--- src/ksb_pkg.sv ---
// Shared constants, types and bit-serial helper functions for the kinetic
// scroll bounce step block. Used by ksb_serial_mul and kinetic_scroll_bounce_step.
// No dependencies.
package ksb_pkg;

    // Fixed-point format and working widths.
    localparam int FRAC_BITS  = 16;
    localparam int POS_W      = 32;
    localparam int GAIN_W     = 17;
    localparam int WORK_W     = POS_W + 2;
    localparam int CNT_W      = $clog2(WORK_W);
    localparam int POS_IDX_W  = $clog2(POS_W);
    localparam int MUL_CYCLES = FRAC_BITS + WORK_W;
    localparam int MUL_CNT_W  = $clog2(MUL_CYCLES);
    localparam int CFG_IDX_W  = 3;

    // Configuration register indexes.
    localparam logic [CFG_IDX_W-1:0] REG_HARD_LOW        = 3'd0;
    localparam logic [CFG_IDX_W-1:0] REG_SOFT_LOW        = 3'd1;
    localparam logic [CFG_IDX_W-1:0] REG_SOFT_HIGH       = 3'd2;
    localparam logic [CFG_IDX_W-1:0] REG_HARD_HIGH       = 3'd3;
    localparam logic [CFG_IDX_W-1:0] REG_NORMAL_DECAY    = 3'd4;
    localparam logic [CFG_IDX_W-1:0] REG_OVERSHOOT_DECAY = 3'd5;
    localparam logic [CFG_IDX_W-1:0] REG_BOUNCE_GAIN     = 3'd6;

    // Register values after reset.
    localparam logic signed [POS_W-1:0] HARD_LOW_RST  = -32'sd1310720;
    localparam logic signed [POS_W-1:0] SOFT_LOW_RST  = 32'sd0;
    localparam logic signed [POS_W-1:0] SOFT_HIGH_RST = 32'sd65536000;
    localparam logic signed [POS_W-1:0] HARD_HIGH_RST = 32'sd66846720;
    localparam logic [GAIN_W-1:0]       NORMAL_DECAY_RST    = 17'd58982;
    localparam logic [GAIN_W-1:0]       OVERSHOOT_DECAY_RST = 17'd45875;
    localparam logic [GAIN_W-1:0]       BOUNCE_GAIN_RST     = 17'd19661;

    localparam logic signed [POS_W-1:0] ONE_VAL     = POS_W'(1) << FRAC_BITS;
    localparam logic signed [POS_W-1:0] NEG_ONE_VAL = -ONE_VAL;

    // Request to the shared serial multiplier.
    typedef struct packed {
        logic                     start;
        logic signed [WORK_W-1:0] x;
        logic [GAIN_W-1:0]        y;
    } mul_req_t;

    function automatic logic fa_sum(input logic a, input logic b, input logic c);
        return a ^ b ^ c;
    endfunction

    function automatic logic fa_carry(input logic a, input logic b, input logic c);
        return (a & b) | (a & c) | (b & c);
    endfunction

    // One step of an LSB-first signed compare; the flag ends as a < b.
    function automatic logic cmp_step(input logic lt, input logic a, input logic b,
                                      input logic msb);
        logic r;
        r = lt;
        if (a != b)
        begin
            r = msb ? a : b;
        end
        return r;
    endfunction

    // Bit i of a sign-extended position-width value.
    function automatic logic bit_at(input logic [POS_W-1:0] x, input logic [CNT_W-1:0] i);
        logic r;
        if (i >= CNT_W'(POS_W))
        begin
            r = x[POS_W-1];
        end
        else
        begin
            r = x[i[POS_IDX_W-1:0]];
        end
        return r;
    endfunction

    function automatic logic signed [WORK_W-1:0] sext_work(input logic [POS_W-1:0] v);
        return {{(WORK_W-POS_W){v[POS_W-1]}}, v};
    endfunction

    function automatic logic signed [POS_W-1:0] sat_pos(input logic [WORK_W-1:0] v);
        logic signed [POS_W-1:0] r;
        if ((v[WORK_W-1:POS_W-1] == '0) || (v[WORK_W-1:POS_W-1] == '1))
        begin
            r = v[POS_W-1:0];
        end
        else if (v[WORK_W-1])
        begin
            r = {1'b1, {(POS_W-1){1'b0}}};
        end
        else
        begin
            r = {1'b0, {(POS_W-1){1'b1}}};
        end
        return r;
    endfunction

    // -ONE < v < ONE
    function automatic logic is_unit_small(input logic [POS_W-1:0] v);
        return (v[POS_W-1:FRAC_BITS] == '0) ||
               ((v[POS_W-1:FRAC_BITS] == '1) && (v[FRAC_BITS-1:0] != '0));
    endfunction

    // 0 < v < ONE
    function automatic logic is_pos_small(input logic [POS_W-1:0] v);
        return (v[POS_W-1:FRAC_BITS] == '0) && (v[FRAC_BITS-1:0] != '0);
    endfunction

    // -ONE < v < 0
    function automatic logic is_neg_small(input logic [POS_W-1:0] v);
        return (v[POS_W-1:FRAC_BITS] == '1) && (v[FRAC_BITS-1:0] != '0);
    endfunction

endpackage

--- src/ksb_serial_mul.sv ---
// Serial-parallel multiplier: a signed operand enters one bit per cycle,
// an unsigned 17-bit factor is held, and the product is floored by FRAC_BITS.
// Depends on ksb_pkg.
module ksb_serial_mul
    import ksb_pkg::*;
(
    input  logic                     clk,
    input  logic                     rst_n,
    input  mul_req_t                 req,
    output logic                     done,
    output logic signed [WORK_W-1:0] product
);

    logic                 busy_reg;
    logic                 done_reg;
    logic [MUL_CNT_W-1:0] cnt_reg;
    logic [WORK_W-1:0]    x_sr_reg;
    logic [GAIN_W-1:0]    y_reg;
    logic [GAIN_W-1:0]    acc_reg;
    logic [WORK_W-1:0]    p_sr_reg;

    logic [GAIN_W:0]      addend;
    logic [GAIN_W:0]      sum;
    logic                 last;

    // The x shift register replicates its sign bit, so the operand is
    // sign-extended for as long as the product needs.
    always_comb
    begin
        addend = x_sr_reg[0] ? {1'b0, y_reg} : '0;
        sum    = {1'b0, acc_reg} + addend;
        last   = (cnt_reg == MUL_CNT_W'(MUL_CYCLES - 1));
    end

    always_ff @(posedge clk or negedge rst_n)
    begin
        if (!rst_n)
        begin
            busy_reg <= 1'b0;
            done_reg <= 1'b0;
            cnt_reg  <= '0;
        end
        else
        begin
            done_reg <= busy_reg && last;
            if (req.start)
            begin
                busy_reg <= 1'b1;
                cnt_reg  <= '0;
            end
            else if (busy_reg)
            begin
                cnt_reg <= cnt_reg + 1'b1;
                if (last)
                begin
                    busy_reg <= 1'b0;
                end
            end
        end
    end

    // Low product bits below the binary point are dropped, which floors.
    always_ff @(posedge clk)
    begin
        if (req.start)
        begin
            x_sr_reg <= req.x;
            y_reg    <= req.y;
            acc_reg  <= '0;
        end
        else if (busy_reg)
        begin
            x_sr_reg <= {x_sr_reg[WORK_W-1], x_sr_reg[WORK_W-1:1]};
            acc_reg  <= sum[GAIN_W:1];
            if (cnt_reg >= MUL_CNT_W'(FRAC_BITS))
            begin
                p_sr_reg <= {sum[0], p_sr_reg[WORK_W-1:1]};
            end
        end
    end

    assign done    = done_reg;
    assign product = p_sr_reg;

`ifndef SYNTH
    a_done_idle: assert property (@(posedge clk) disable iff (!rst_n)
        done_reg |-> !busy_reg)
        else $error("multiplier reports done while still busy");

    a_start_idle: assert property (@(posedge clk) disable iff (!rst_n)
        req.start |-> !busy_reg)
        else $error("multiplier started while busy");

    a_done_after_last: assert property (@(posedge clk) disable iff (!rst_n)
        (busy_reg && last) |=> (done_reg && !busy_reg))
        else $error("multiplier did not finish after its last cycle");

    a_done_pulse: assert property (@(posedge clk) disable iff (!rst_n)
        done_reg |=> !done_reg)
        else $error("multiplier done held for more than one cycle");
`endif

endmodule

--- src/kinetic_scroll_bounce_step.sv ---
// Top level of the one-axis kinetic scroll step with elastic overshoot.
// Depends on ksb_pkg and ksb_serial_mul.
//
// Each item either loads position and velocity (mode 0) or advances one frame
// (mode 1), and gives one result: position and velocity, both 16.16 fixed
// point, and settled. The arithmetic is bit serial, least significant bit
// first, over 34-bit words, and the two multiplies share one serial-parallel
// multiplier. A load item runs one serial compare pass. A frame item runs a
// serial move pass, a compare pass and one multiply inside the soft limits,
// adds a serial add and compare pass in an overshoot zone, and a second
// multiply when a bounce-back velocity is computed.
// One item is worked at a time; a finished result waits in the output
// register while the next item is accepted. Configuration writes are always
// taken and must only be issued while the block is idle.
module kinetic_scroll_bounce_step
    import ksb_pkg::*;
(
    input  logic                    clk,
    input  logic                    rst_n,
    input  logic                    in_valid,
    output logic                    in_stall,
    input  logic                    mode,
    input  logic signed [POS_W-1:0] load_position,
    input  logic signed [POS_W-1:0] load_velocity,
    output logic                    out_valid,
    input  logic                    out_stall,
    output logic signed [POS_W-1:0] position,
    output logic signed [POS_W-1:0] velocity,
    output logic                    settled,
    input  logic                    cfg_valid,
    output logic                    cfg_ready,
    input  logic [CFG_IDX_W-1:0]    cfg_index,
    input  logic [POS_W-1:0]        cfg_data
);

    localparam logic [3:0] S_IDLE = 4'd0;
    localparam logic [3:0] S_MOVE = 4'd1;
    localparam logic [3:0] S_MSEL = 4'd2;
    localparam logic [3:0] S_CMP  = 4'd3;
    localparam logic [3:0] S_MST1 = 4'd4;
    localparam logic [3:0] S_MUL1 = 4'd5;
    localparam logic [3:0] S_SUM  = 4'd6;
    localparam logic [3:0] S_BCHK = 4'd7;
    localparam logic [3:0] S_MUL2 = 4'd8;
    localparam logic [3:0] S_DONE = 4'd9;

    // Configuration registers.
    logic signed [POS_W-1:0] hard_low_reg;
    logic signed [POS_W-1:0] soft_low_reg;
    logic signed [POS_W-1:0] soft_high_reg;
    logic signed [POS_W-1:0] hard_high_reg;
    logic [GAIN_W-1:0]       normal_decay_reg;
    logic [GAIN_W-1:0]       overshoot_decay_reg;
    logic [GAIN_W-1:0]       bounce_gain_reg;

    // Sequencer and state.
    logic [3:0]              state_reg, state_next;
    logic [CNT_W-1:0]        cnt_reg, cnt_next;
    logic                    frame_reg, frame_next;
    logic                    below_reg, below_next;
    logic                    above_reg, above_next;
    logic [3:0]              flag_reg, flag_next;
    logic [2:0]              carry_reg, carry_next;
    logic signed [POS_W-1:0] pos_reg, pos_next;
    logic signed [POS_W-1:0] vel_reg, vel_next;
    logic signed [POS_W-1:0] step_reg, step_next;
    logic [WORK_W-1:0]       lane_sr_reg [3];
    logic [WORK_W-1:0]       lane_sr_next [3];
    logic                    out_valid_reg, out_valid_next;
    logic signed [POS_W-1:0] out_pos_reg, out_pos_next;
    logic signed [POS_W-1:0] out_vel_reg, out_vel_next;
    logic                    settled_reg, settled_next;

    // Serial lane and comparator signals.
    logic                    pos_b, vel_b, hl_b, sl_b, sh_b, hh_b, soft_b;
    logic                    is_msb;
    logic [2:0]              lane_a, lane_b, lane_s, carry_new;
    logic [3:0]              cmp_a, cmp_b, flag_new;

    // Decision values.
    logic signed [POS_W-1:0]  msel_pos;
    logic signed [WORK_W-1:0] msel_diff;
    logic [GAIN_W-1:0]        rate_sel;
    logic signed [POS_W-1:0]  nv_decay;
    logic signed [POS_W-1:0]  nv_adj;
    logic signed [POS_W-1:0]  nv_bounce;
    logic                     underflow;
    logic                     bounce_need;

    mul_req_t                 mul_req;
    logic                     mul_done;
    logic signed [WORK_W-1:0] mul_product;

    ksb_serial_mul u_mul (
        .clk     (clk),
        .rst_n   (rst_n),
        .req     (mul_req),
        .done    (mul_done),
        .product (mul_product)
    );

    assign in_stall  = (state_reg != S_IDLE);
    assign cfg_ready = 1'b1;
    assign out_valid = out_valid_reg;
    assign position  = out_pos_reg;
    assign velocity  = out_vel_reg;
    assign settled   = settled_reg;

    always_ff @(posedge clk or negedge rst_n)
    begin
        if (!rst_n)
        begin
            hard_low_reg        <= HARD_LOW_RST;
            soft_low_reg        <= SOFT_LOW_RST;
            soft_high_reg       <= SOFT_HIGH_RST;
            hard_high_reg       <= HARD_HIGH_RST;
            normal_decay_reg    <= NORMAL_DECAY_RST;
            overshoot_decay_reg <= OVERSHOOT_DECAY_RST;
            bounce_gain_reg     <= BOUNCE_GAIN_RST;
        end
        else if (cfg_valid && cfg_ready)
        begin
            unique case (cfg_index)
                REG_HARD_LOW:        hard_low_reg        <= cfg_data;
                REG_SOFT_LOW:        soft_low_reg        <= cfg_data;
                REG_SOFT_HIGH:       soft_high_reg       <= cfg_data;
                REG_HARD_HIGH:       hard_high_reg       <= cfg_data;
                REG_NORMAL_DECAY:    normal_decay_reg    <= cfg_data[GAIN_W-1:0];
                REG_OVERSHOOT_DECAY: overshoot_decay_reg <= cfg_data[GAIN_W-1:0];
                REG_BOUNCE_GAIN:     bounce_gain_reg     <= cfg_data[GAIN_W-1:0];
                default:
                begin
                end
            endcase
        end
    end

    // Operand bits for the current serial pass.
    always_comb
    begin
        pos_b  = bit_at(pos_reg, cnt_reg);
        vel_b  = bit_at(vel_reg, cnt_reg);
        hl_b   = bit_at(hard_low_reg, cnt_reg);
        sl_b   = bit_at(soft_low_reg, cnt_reg);
        sh_b   = bit_at(soft_high_reg, cnt_reg);
        hh_b   = bit_at(hard_high_reg, cnt_reg);
        soft_b = below_reg ? sl_b : sh_b;
        is_msb = (cnt_reg == CNT_W'(WORK_W - 1));

        lane_a = '0;
        lane_b = '0;
        unique case (state_reg)
            // Lanes: position plus velocity, hard_low minus position,
            // hard_high minus position.
            S_MOVE:
            begin
                lane_a = {hh_b, hl_b, pos_b};
                lane_b = {~pos_b, ~pos_b, vel_b};
            end
            // Lanes: position plus new velocity, soft bound minus position.
            S_SUM:
            begin
                lane_a = {1'b0, soft_b, pos_b};
                lane_b = {1'b0, ~pos_b, vel_b};
            end
            default:
            begin
            end
        endcase

        for (int k = 0; k < 3; k++)
        begin
            lane_s[k]    = fa_sum(lane_a[k], lane_b[k], carry_reg[k]);
            carry_new[k] = fa_carry(lane_a[k], lane_b[k], carry_reg[k]);
        end
    end

    // Comparator inputs; each flag ends as a < b after the sign bit.
    always_comb
    begin
        cmp_a = '0;
        cmp_b = '0;
        unique case (state_reg)
            S_MOVE:
            begin
                cmp_a = {hh_b, sh_b, lane_s[0], lane_s[0]};
                cmp_b = {lane_s[0], lane_s[0], sl_b, hl_b};
            end
            S_CMP:
            begin
                cmp_a[1:0] = {sh_b, pos_b};
                cmp_b[1:0] = {pos_b, sl_b};
            end
            S_SUM:
            begin
                cmp_a[1:0] = {lane_s[0], hl_b};
                cmp_b[1:0] = {hh_b, lane_s[0]};
            end
            default:
            begin
            end
        endcase

        for (int k = 0; k < 4; k++)
        begin
            flag_new[k] = cmp_step(flag_reg[k], cmp_a[k], cmp_b[k], is_msb);
        end
    end

    // Position update after the move pass.
    always_comb
    begin
        priority if (flag_reg[0])
        begin
            msel_pos  = hard_low_reg;
            msel_diff = lane_sr_reg[1];
        end
        else if (flag_reg[1] && is_pos_small(vel_reg))
        begin
            msel_pos  = soft_low_reg;
            msel_diff = '0;
        end
        else if (flag_reg[2] && is_neg_small(vel_reg))
        begin
            msel_pos  = soft_high_reg;
            msel_diff = '0;
        end
        else if (flag_reg[3])
        begin
            msel_pos  = hard_high_reg;
            msel_diff = lane_sr_reg[2];
        end
        else
        begin
            msel_pos  = lane_sr_reg[0][POS_W-1:0];
            msel_diff = sext_work(vel_reg);
        end
    end

    // Velocity decisions after each multiply and after the sum pass.
    always_comb
    begin
        rate_sel  = (below_reg || above_reg) ? overshoot_decay_reg : normal_decay_reg;
        nv_decay  = sat_pos(mul_product);
        underflow = (step_reg != '0) && (rate_sel != '0) && (nv_decay == step_reg);
        if (underflow)
        begin
            nv_adj = step_reg[POS_W-1] ? NEG_ONE_VAL : ONE_VAL;
        end
        else
        begin
            nv_adj = nv_decay;
        end

        // A zero bounce still pushes back toward the soft range.
        nv_bounce = sat_pos(mul_product);
        if (nv_bounce == '0)
        begin
            nv_bounce = below_reg ? ONE_VAL : NEG_ONE_VAL;
        end

        if (below_reg)
        begin
            bounce_need = !flag_reg[0] || (vel_reg == '0) || is_neg_small(vel_reg);
        end
        else
        begin
            bounce_need = !flag_reg[1] || (vel_reg[POS_W-1:FRAC_BITS] == '0);
        end
    end

    always_comb
    begin
        state_next     = state_reg;
        cnt_next       = cnt_reg;
        frame_next     = frame_reg;
        below_next     = below_reg;
        above_next     = above_reg;
        flag_next      = flag_reg;
        carry_next     = carry_reg;
        pos_next       = pos_reg;
        vel_next       = vel_reg;
        step_next      = step_reg;
        out_valid_next = out_valid_reg;
        out_pos_next   = out_pos_reg;
        out_vel_next   = out_vel_reg;
        settled_next   = settled_reg;
        for (int k = 0; k < 3; k++)
        begin
            lane_sr_next[k] = lane_sr_reg[k];
        end

        mul_req.start = 1'b0;
        mul_req.x     = sext_work(step_reg);
        mul_req.y     = rate_sel;

        if (out_valid_reg && !out_stall)
        begin
            out_valid_next = 1'b0;
        end

        // Serial passes advance one bit per cycle.
        if ((state_reg == S_MOVE) || (state_reg == S_CMP) || (state_reg == S_SUM))
        begin
            cnt_next   = cnt_reg + 1'b1;
            carry_next = carry_new;
            flag_next  = flag_new;
            for (int k = 0; k < 3; k++)
            begin
                lane_sr_next[k] = {lane_s[k], lane_sr_reg[k][WORK_W-1:1]};
            end
        end

        unique case (state_reg)
            S_IDLE:
            begin
                if (in_valid)
                begin
                    cnt_next   = '0;
                    carry_next = 3'b110;
                    flag_next  = '0;
                    if (!mode)
                    begin
                        pos_next   = load_position;
                        vel_next   = load_velocity;
                        frame_next = 1'b0;
                        state_next = S_CMP;
                    end
                    else
                    begin
                        frame_next = 1'b1;
                        state_next = S_MOVE;
                    end
                end
            end
            S_MOVE:
            begin
                if (is_msb)
                begin
                    state_next = S_MSEL;
                end
            end
            S_MSEL:
            begin
                pos_next   = msel_pos;
                step_next  = sat_pos(msel_diff);
                cnt_next   = '0;
                carry_next = 3'b110;
                flag_next  = '0;
                state_next = S_CMP;
            end
            S_CMP:
            begin
                if (is_msb)
                begin
                    below_next = flag_new[0];
                    above_next = flag_new[1];
                    state_next = frame_reg ? S_MST1 : S_DONE;
                end
            end
            S_MST1:
            begin
                mul_req.start = 1'b1;
                state_next    = S_MUL1;
            end
            S_MUL1:
            begin
                if (mul_done)
                begin
                    vel_next = nv_adj;
                    if (below_reg || above_reg)
                    begin
                        cnt_next   = '0;
                        carry_next = 3'b110;
                        flag_next  = '0;
                        state_next = S_SUM;
                    end
                    else
                    begin
                        state_next = S_DONE;
                    end
                end
            end
            S_SUM:
            begin
                if (is_msb)
                begin
                    state_next = S_BCHK;
                end
            end
            S_BCHK:
            begin
                if (bounce_need)
                begin
                    mul_req.start = 1'b1;
                    mul_req.x     = lane_sr_reg[1];
                    mul_req.y     = bounce_gain_reg;
                    state_next    = S_MUL2;
                end
                else
                begin
                    state_next = S_DONE;
                end
            end
            S_MUL2:
            begin
                if (mul_done)
                begin
                    vel_next   = nv_bounce;
                    state_next = S_DONE;
                end
            end
            S_DONE:
            begin
                if (!out_valid_reg || !out_stall)
                begin
                    out_valid_next = 1'b1;
                    out_pos_next   = pos_reg;
                    out_vel_next   = vel_reg;
                    settled_next   = !below_reg && !above_reg && is_unit_small(vel_reg);
                    state_next     = S_IDLE;
                end
            end
            default:
            begin
                state_next = S_IDLE;
            end
        endcase
    end

    always_ff @(posedge clk or negedge rst_n)
    begin
        if (!rst_n)
        begin
            state_reg     <= S_IDLE;
            cnt_reg       <= '0;
            frame_reg     <= 1'b0;
            below_reg     <= 1'b0;
            above_reg     <= 1'b0;
            flag_reg      <= '0;
            carry_reg     <= '0;
            pos_reg       <= '0;
            vel_reg       <= '0;
            out_valid_reg <= 1'b0;
        end
        else
        begin
            state_reg     <= state_next;
            cnt_reg       <= cnt_next;
            frame_reg     <= frame_next;
            below_reg     <= below_next;
            above_reg     <= above_next;
            flag_reg      <= flag_next;
            carry_reg     <= carry_next;
            pos_reg       <= pos_next;
            vel_reg       <= vel_next;
            out_valid_reg <= out_valid_next;
        end
    end

    always_ff @(posedge clk)
    begin
        step_reg    <= step_next;
        out_pos_reg <= out_pos_next;
        out_vel_reg <= out_vel_next;
        settled_reg <= settled_next;
        for (int k = 0; k < 3; k++)
        begin
            lane_sr_reg[k] <= lane_sr_next[k];
        end
    end

`ifndef SYNTH
    a_done_delivers: assert property (@(posedge clk) disable iff (!rst_n)
        ((state_reg == S_DONE) && (!out_valid_reg || !out_stall))
        |=> (out_valid_reg && (state_reg == S_IDLE)))
        else $error("finished item did not reach the output register");

    a_settled_speed: assert property (@(posedge clk) disable iff (!rst_n)
        (out_valid_reg && settled_reg) |-> is_unit_small(out_vel_reg))
        else $error("settled result carries a velocity of one unit or more");

    a_load_taken: assert property (@(posedge clk) disable iff (!rst_n)
        (in_valid && !in_stall && !mode)
        |=> ((state_reg == S_CMP) && (pos_reg == $past(load_position))))
        else $error("load item not taken into the position register");

    a_mul_start_place: assert property (@(posedge clk) disable iff (!rst_n)
        mul_req.start |-> ((state_reg == S_MST1) || (state_reg == S_BCHK)))
        else $error("multiplier started outside a multiply step");
`endif

endmodule

--- config.mk ---
export PLATFORM = sky130hd
export DESIGN_NAME = kinetic_scroll_bounce_step
export DESIGN_NICKNAME = d
export VERILOG_FILES = /design/src/ksb_pkg.sv /design/src/ksb_serial_mul.sv /design/src/kinetic_scroll_bounce_step.sv
export SDC_FILE = /design/constraint.sdc
export NUM_CORES = 1
export LEC_CHECK = 0
export BUFFER_PORTS_ARGS = -buffer_cell sky130_fd_sc_hd__buf_4
export CORE_ASPECT_RATIO = 1.25
export CORE_MARGIN = 4
export CORE_UTILIZATION = 40
export DETAILED_ROUTE_END_ITERATION = 8
export MAX_ROUTING_LAYER = met4
export PLACE_DENSITY = 0.59
export SYNTH_ARGS = -nofsm -noshare
export SYNTH_HDL_FRONTEND = slang
export SYNTH_SLANG_ARGS = --single-unit
--- constraint.sdc ---
create_clock -name clk -period 5.2 [get_ports clk]
set_input_delay 1.04 -clock clk [delete_from_list [all_inputs] [get_ports clk]]
set_output_delay 1.04 -clock clk [all_outputs]
set_load 0.05 [all_outputs]
==> run_results.csv <==
group,metric,value,unit
synthesis,ys_top_cells_by_count,"284 x edfxtp_1, 219 x dfrtp_1, 196 x nand2_1, 190 x nor2_1, 189 x mux2_2",
route,ant_nets,0,
global_route,track_usage,0.221,
worst_setup_path,r2r_slack,0.87,ns
cts,tritoncts,"yes",
worst_setup_path,crit_required,5.71,ns
cts,cts.sinks,573,
cts,cts_made_buffers,59,
cts,cts.clk_slew.worst_paths,0.06,ns
worst_setup_path,rr_startpoint,"cnt_reg[1]",
cts,cts-root-buf,"clkbuf_16",
global_route,grt_first_pass_wirelength,123,mm
global_route,grt_overflow,0,
cts,cts.repair.resized,0,
die,dieHeight,303,um
worst_setup_path,worstPathArrival,4.83,ns
sta,hold_viol_final,0,
die,boundaryPins,173,
route,routed-via-count,19700,
synthesis,ys_ff_latch,573,
cts,clkLatencyLatePin,0.63,ns
sta,fmax,231,MHz
synthesis,netlist.area_leader.share,0.307,
route,dr.pass1.iters,5,
worst_setup_path,cp-end-kind,"register",
worst_setup_path,worstPathCellList,"buf_4 > mux4_2 > nor3_1 > a2111oi_0 > o31ai_2 > nor2_1 > fa_1 > a221o_1 > maj3_2 > mux2_2",
final_layout,final_area,31900,um^2
synthesis,yosysSeqAreaShare,0.566,
sta,setup_ws,0.875,ns
synthesis,synth_most_common_cell,"edfxtp_1",
sta,period_share,0.832,
die,core-area,68500,um^2
sta,tns,0,ns
final_layout,drive_gt1_frac,0.252,
placed_design,port_buffers,171,
hold_path,holdPathStages,0,
route,via_per_inst,5.76,
synthesis,syn_inst,2322,
sta,min_period,4.33,ns
final_layout,largest_register_ffs,102,
route,drt-total-wl,80.9,mm
cts,clk_path_buf_depth,3,
sta,slew_viol_final,0,
final_layout,fin_cells,3419,
placed_design,place_inst,3305,
final_layout,final_nets,2571,
sta,setup_viol,0,
cts,holdBufCountCts,0,
pwr,max-vdd-ir-drop,0.358,mV
hold_path,hold_start,"lane_sr_reg[0][32]",
synthesis,synthFlopType,"edfxtp_1",
sta,worstMarginPinSlew,1.24,ns
die,std_cell_rows,107,
synthesis,syn_nets,2453,
sta,rsz0062_at_grt,"false",
die,start_util,0.406,
pwr,power_density,639,nW/um^2
pwr,cellLeakagePower,12.3,nW
final_layout,fill_cells,6221,
sta,fin_skew,0.0424,ns
final_layout,synthToLayoutAreaGrowth,14.8,%
global_route,grt_max_degree,112,
worst_setup_path,slowest_delay,0.94,ns
placed_design,hpwlAfterDp,56.7,mm
synthesis,synth.avg_cell_area,12.0,um^2
route,drc,0,
die,dieArea,73800,um^2
worst_setup_path,crit_type,"register to register",
synthesis,post_synth_num_cell_types,79,
synthesis,yosysTopAreaCell,"edfxtp_1",
hold_path,worstHoldEndpoint,"lane_sr_reg[0][31]",
worst_setup_path,critPathMaxFanout,28,
synthesis,synth-edff-count,284,
route,wl_per_cell,23.7,um
synthesis,ys_warn_count,0,
outcome,status,"completed",
synthesis,syn_area,27800,um^2
synthesis,synthTopCellsByArea,"edfxtp_1 31%, dfrtp_1 20%, mux2_2 7.7%",
placed_design,gp_congestion,0.920,
worst_setup_path,startpoint_type,"register",
route,drt_iter0_drc,1486,
sta,slew_headroom,0.176,
cts,postCtsSetupBuffers,0,
worst_setup_path,worst_path_max_delay_cell,"dfrtp_2",
hold_path,hold_class,"register to register",
placed_design,place_area,30000,um^2
synthesis,synthArstFlopShare,0.475,
flow_run,cap_violations,0,
pwr,finalPower,20.4,mW
global_route,antenna_found_initial,2,
worst_setup_path,reg2reg_depth,10,
placed_design,pre_cts_ws,0.859,ns
global_route,grt_pass1_vias,19800,
cts,htreeDepth,2,
die,die_w,244,um
worst_setup_path,reg2reg_to,"below_reg",
worst max path at each step:
stage,from,end,cells past startpoint
global route,cnt_reg[1],below_reg,10
detailed placement,cnt_reg[1],below_reg,10
finish,cnt_reg[1],below_reg,10
floorplan,out_stall,position[0],1
global placement,cnt_reg[1],below_reg,10
CTS,cnt_reg[1],below_reg,10
layout by cell type (no fill, tap or decap), types with 18 or more instances in the layout:
master	count
a21oi_1	150
and2_1	24
o22ai_1	18
clkbuf_1	18
edfxtp_1	284
clkbuf_16	60
o21ai_1	24
dfstp_2	53
ha_1	22
xnor2_1	25
nand2b_1	19
nor3_1	23
xor2_1	19
dfrtp_1	215
nor2_1	187
a211oi_1	47
nand2_1	196
inv_1	19
mux4_2	53
nor4_1	37
nand4_1	21
buf_4	211
mux2_2	189
mux2i_1	139
a22oi_1	35
o21ai_0	159
nand3_1	23
report_power, final:
part	leakage (nW)	internal [mW]	switching, mW
Clock	0.906	2.30	1.83
Sequential	6.04	7.15	1.99
Combinational	5.36	3.05	4.08
metal layers:
layer / GRT usage / wire, um / vias up
met5: - / 0 / -
met1: 0.281 / 33600 / 10000
met3: 0.0258 / 3780 / 165
li1: - / - / 8865
met2: 0.369 / 40500 / 626
met4: 0.0805 / 3100 / 0
area by class of cell:
cell class	count	area (um^2)	area share
Sequential cell	573	15800	0.494
Multi-Input combinational cell	1570	11400	0.358
Clock buffer	83	1640	0.0513
Timing Repair Buffer	213	1620	0.0507
Tap cell	926	1160	0.0363
Clock inverter	28	234	0.00733
Inverter	23	88.8	0.00278
Antenna cell	3	7.51	0.000235
cells by family (layout without fill, tap and decap cells):
kind of cell / count (synthesis) / count (layout) / synth area share
buf+inv: 179 / 347 / 0.0261
compound gates: 523 / 523 / 0.113
flops: 573 / 573 / 0.566
mux: 381 / 381 / 0.169
other cells: 1 / 4 / 0.000135
fa+ha+maj: 28 / 28 / 0.0135
simple gates: 593 / 593 / 0.0983
xor+xnor: 44 / 44 / 0.0139
critical path: cells and delay by family (launching register included):
family | cells | cell delay [ns]
AOI/OAI and AO/OA | 3 | 1.34
buffers and inverters | 1 | 0.36
muxes | 2 | 0.50
DFF | 1 | 0.94
adders and majority gates | 2 | 0.85
and+or+nand+nor | 2 | 0.22
metrics by stage:
step / hold slack (ns) / util
floorplan: 0.400 / -
global placement: 0.420 / 0.438
detailed placement: 0.417 / 0.438
CTS: 0.438 / 0.466
global route: 0.451 / 0.466
finish: 0.431 / 0.466
(Power assumes the default switching activity.)
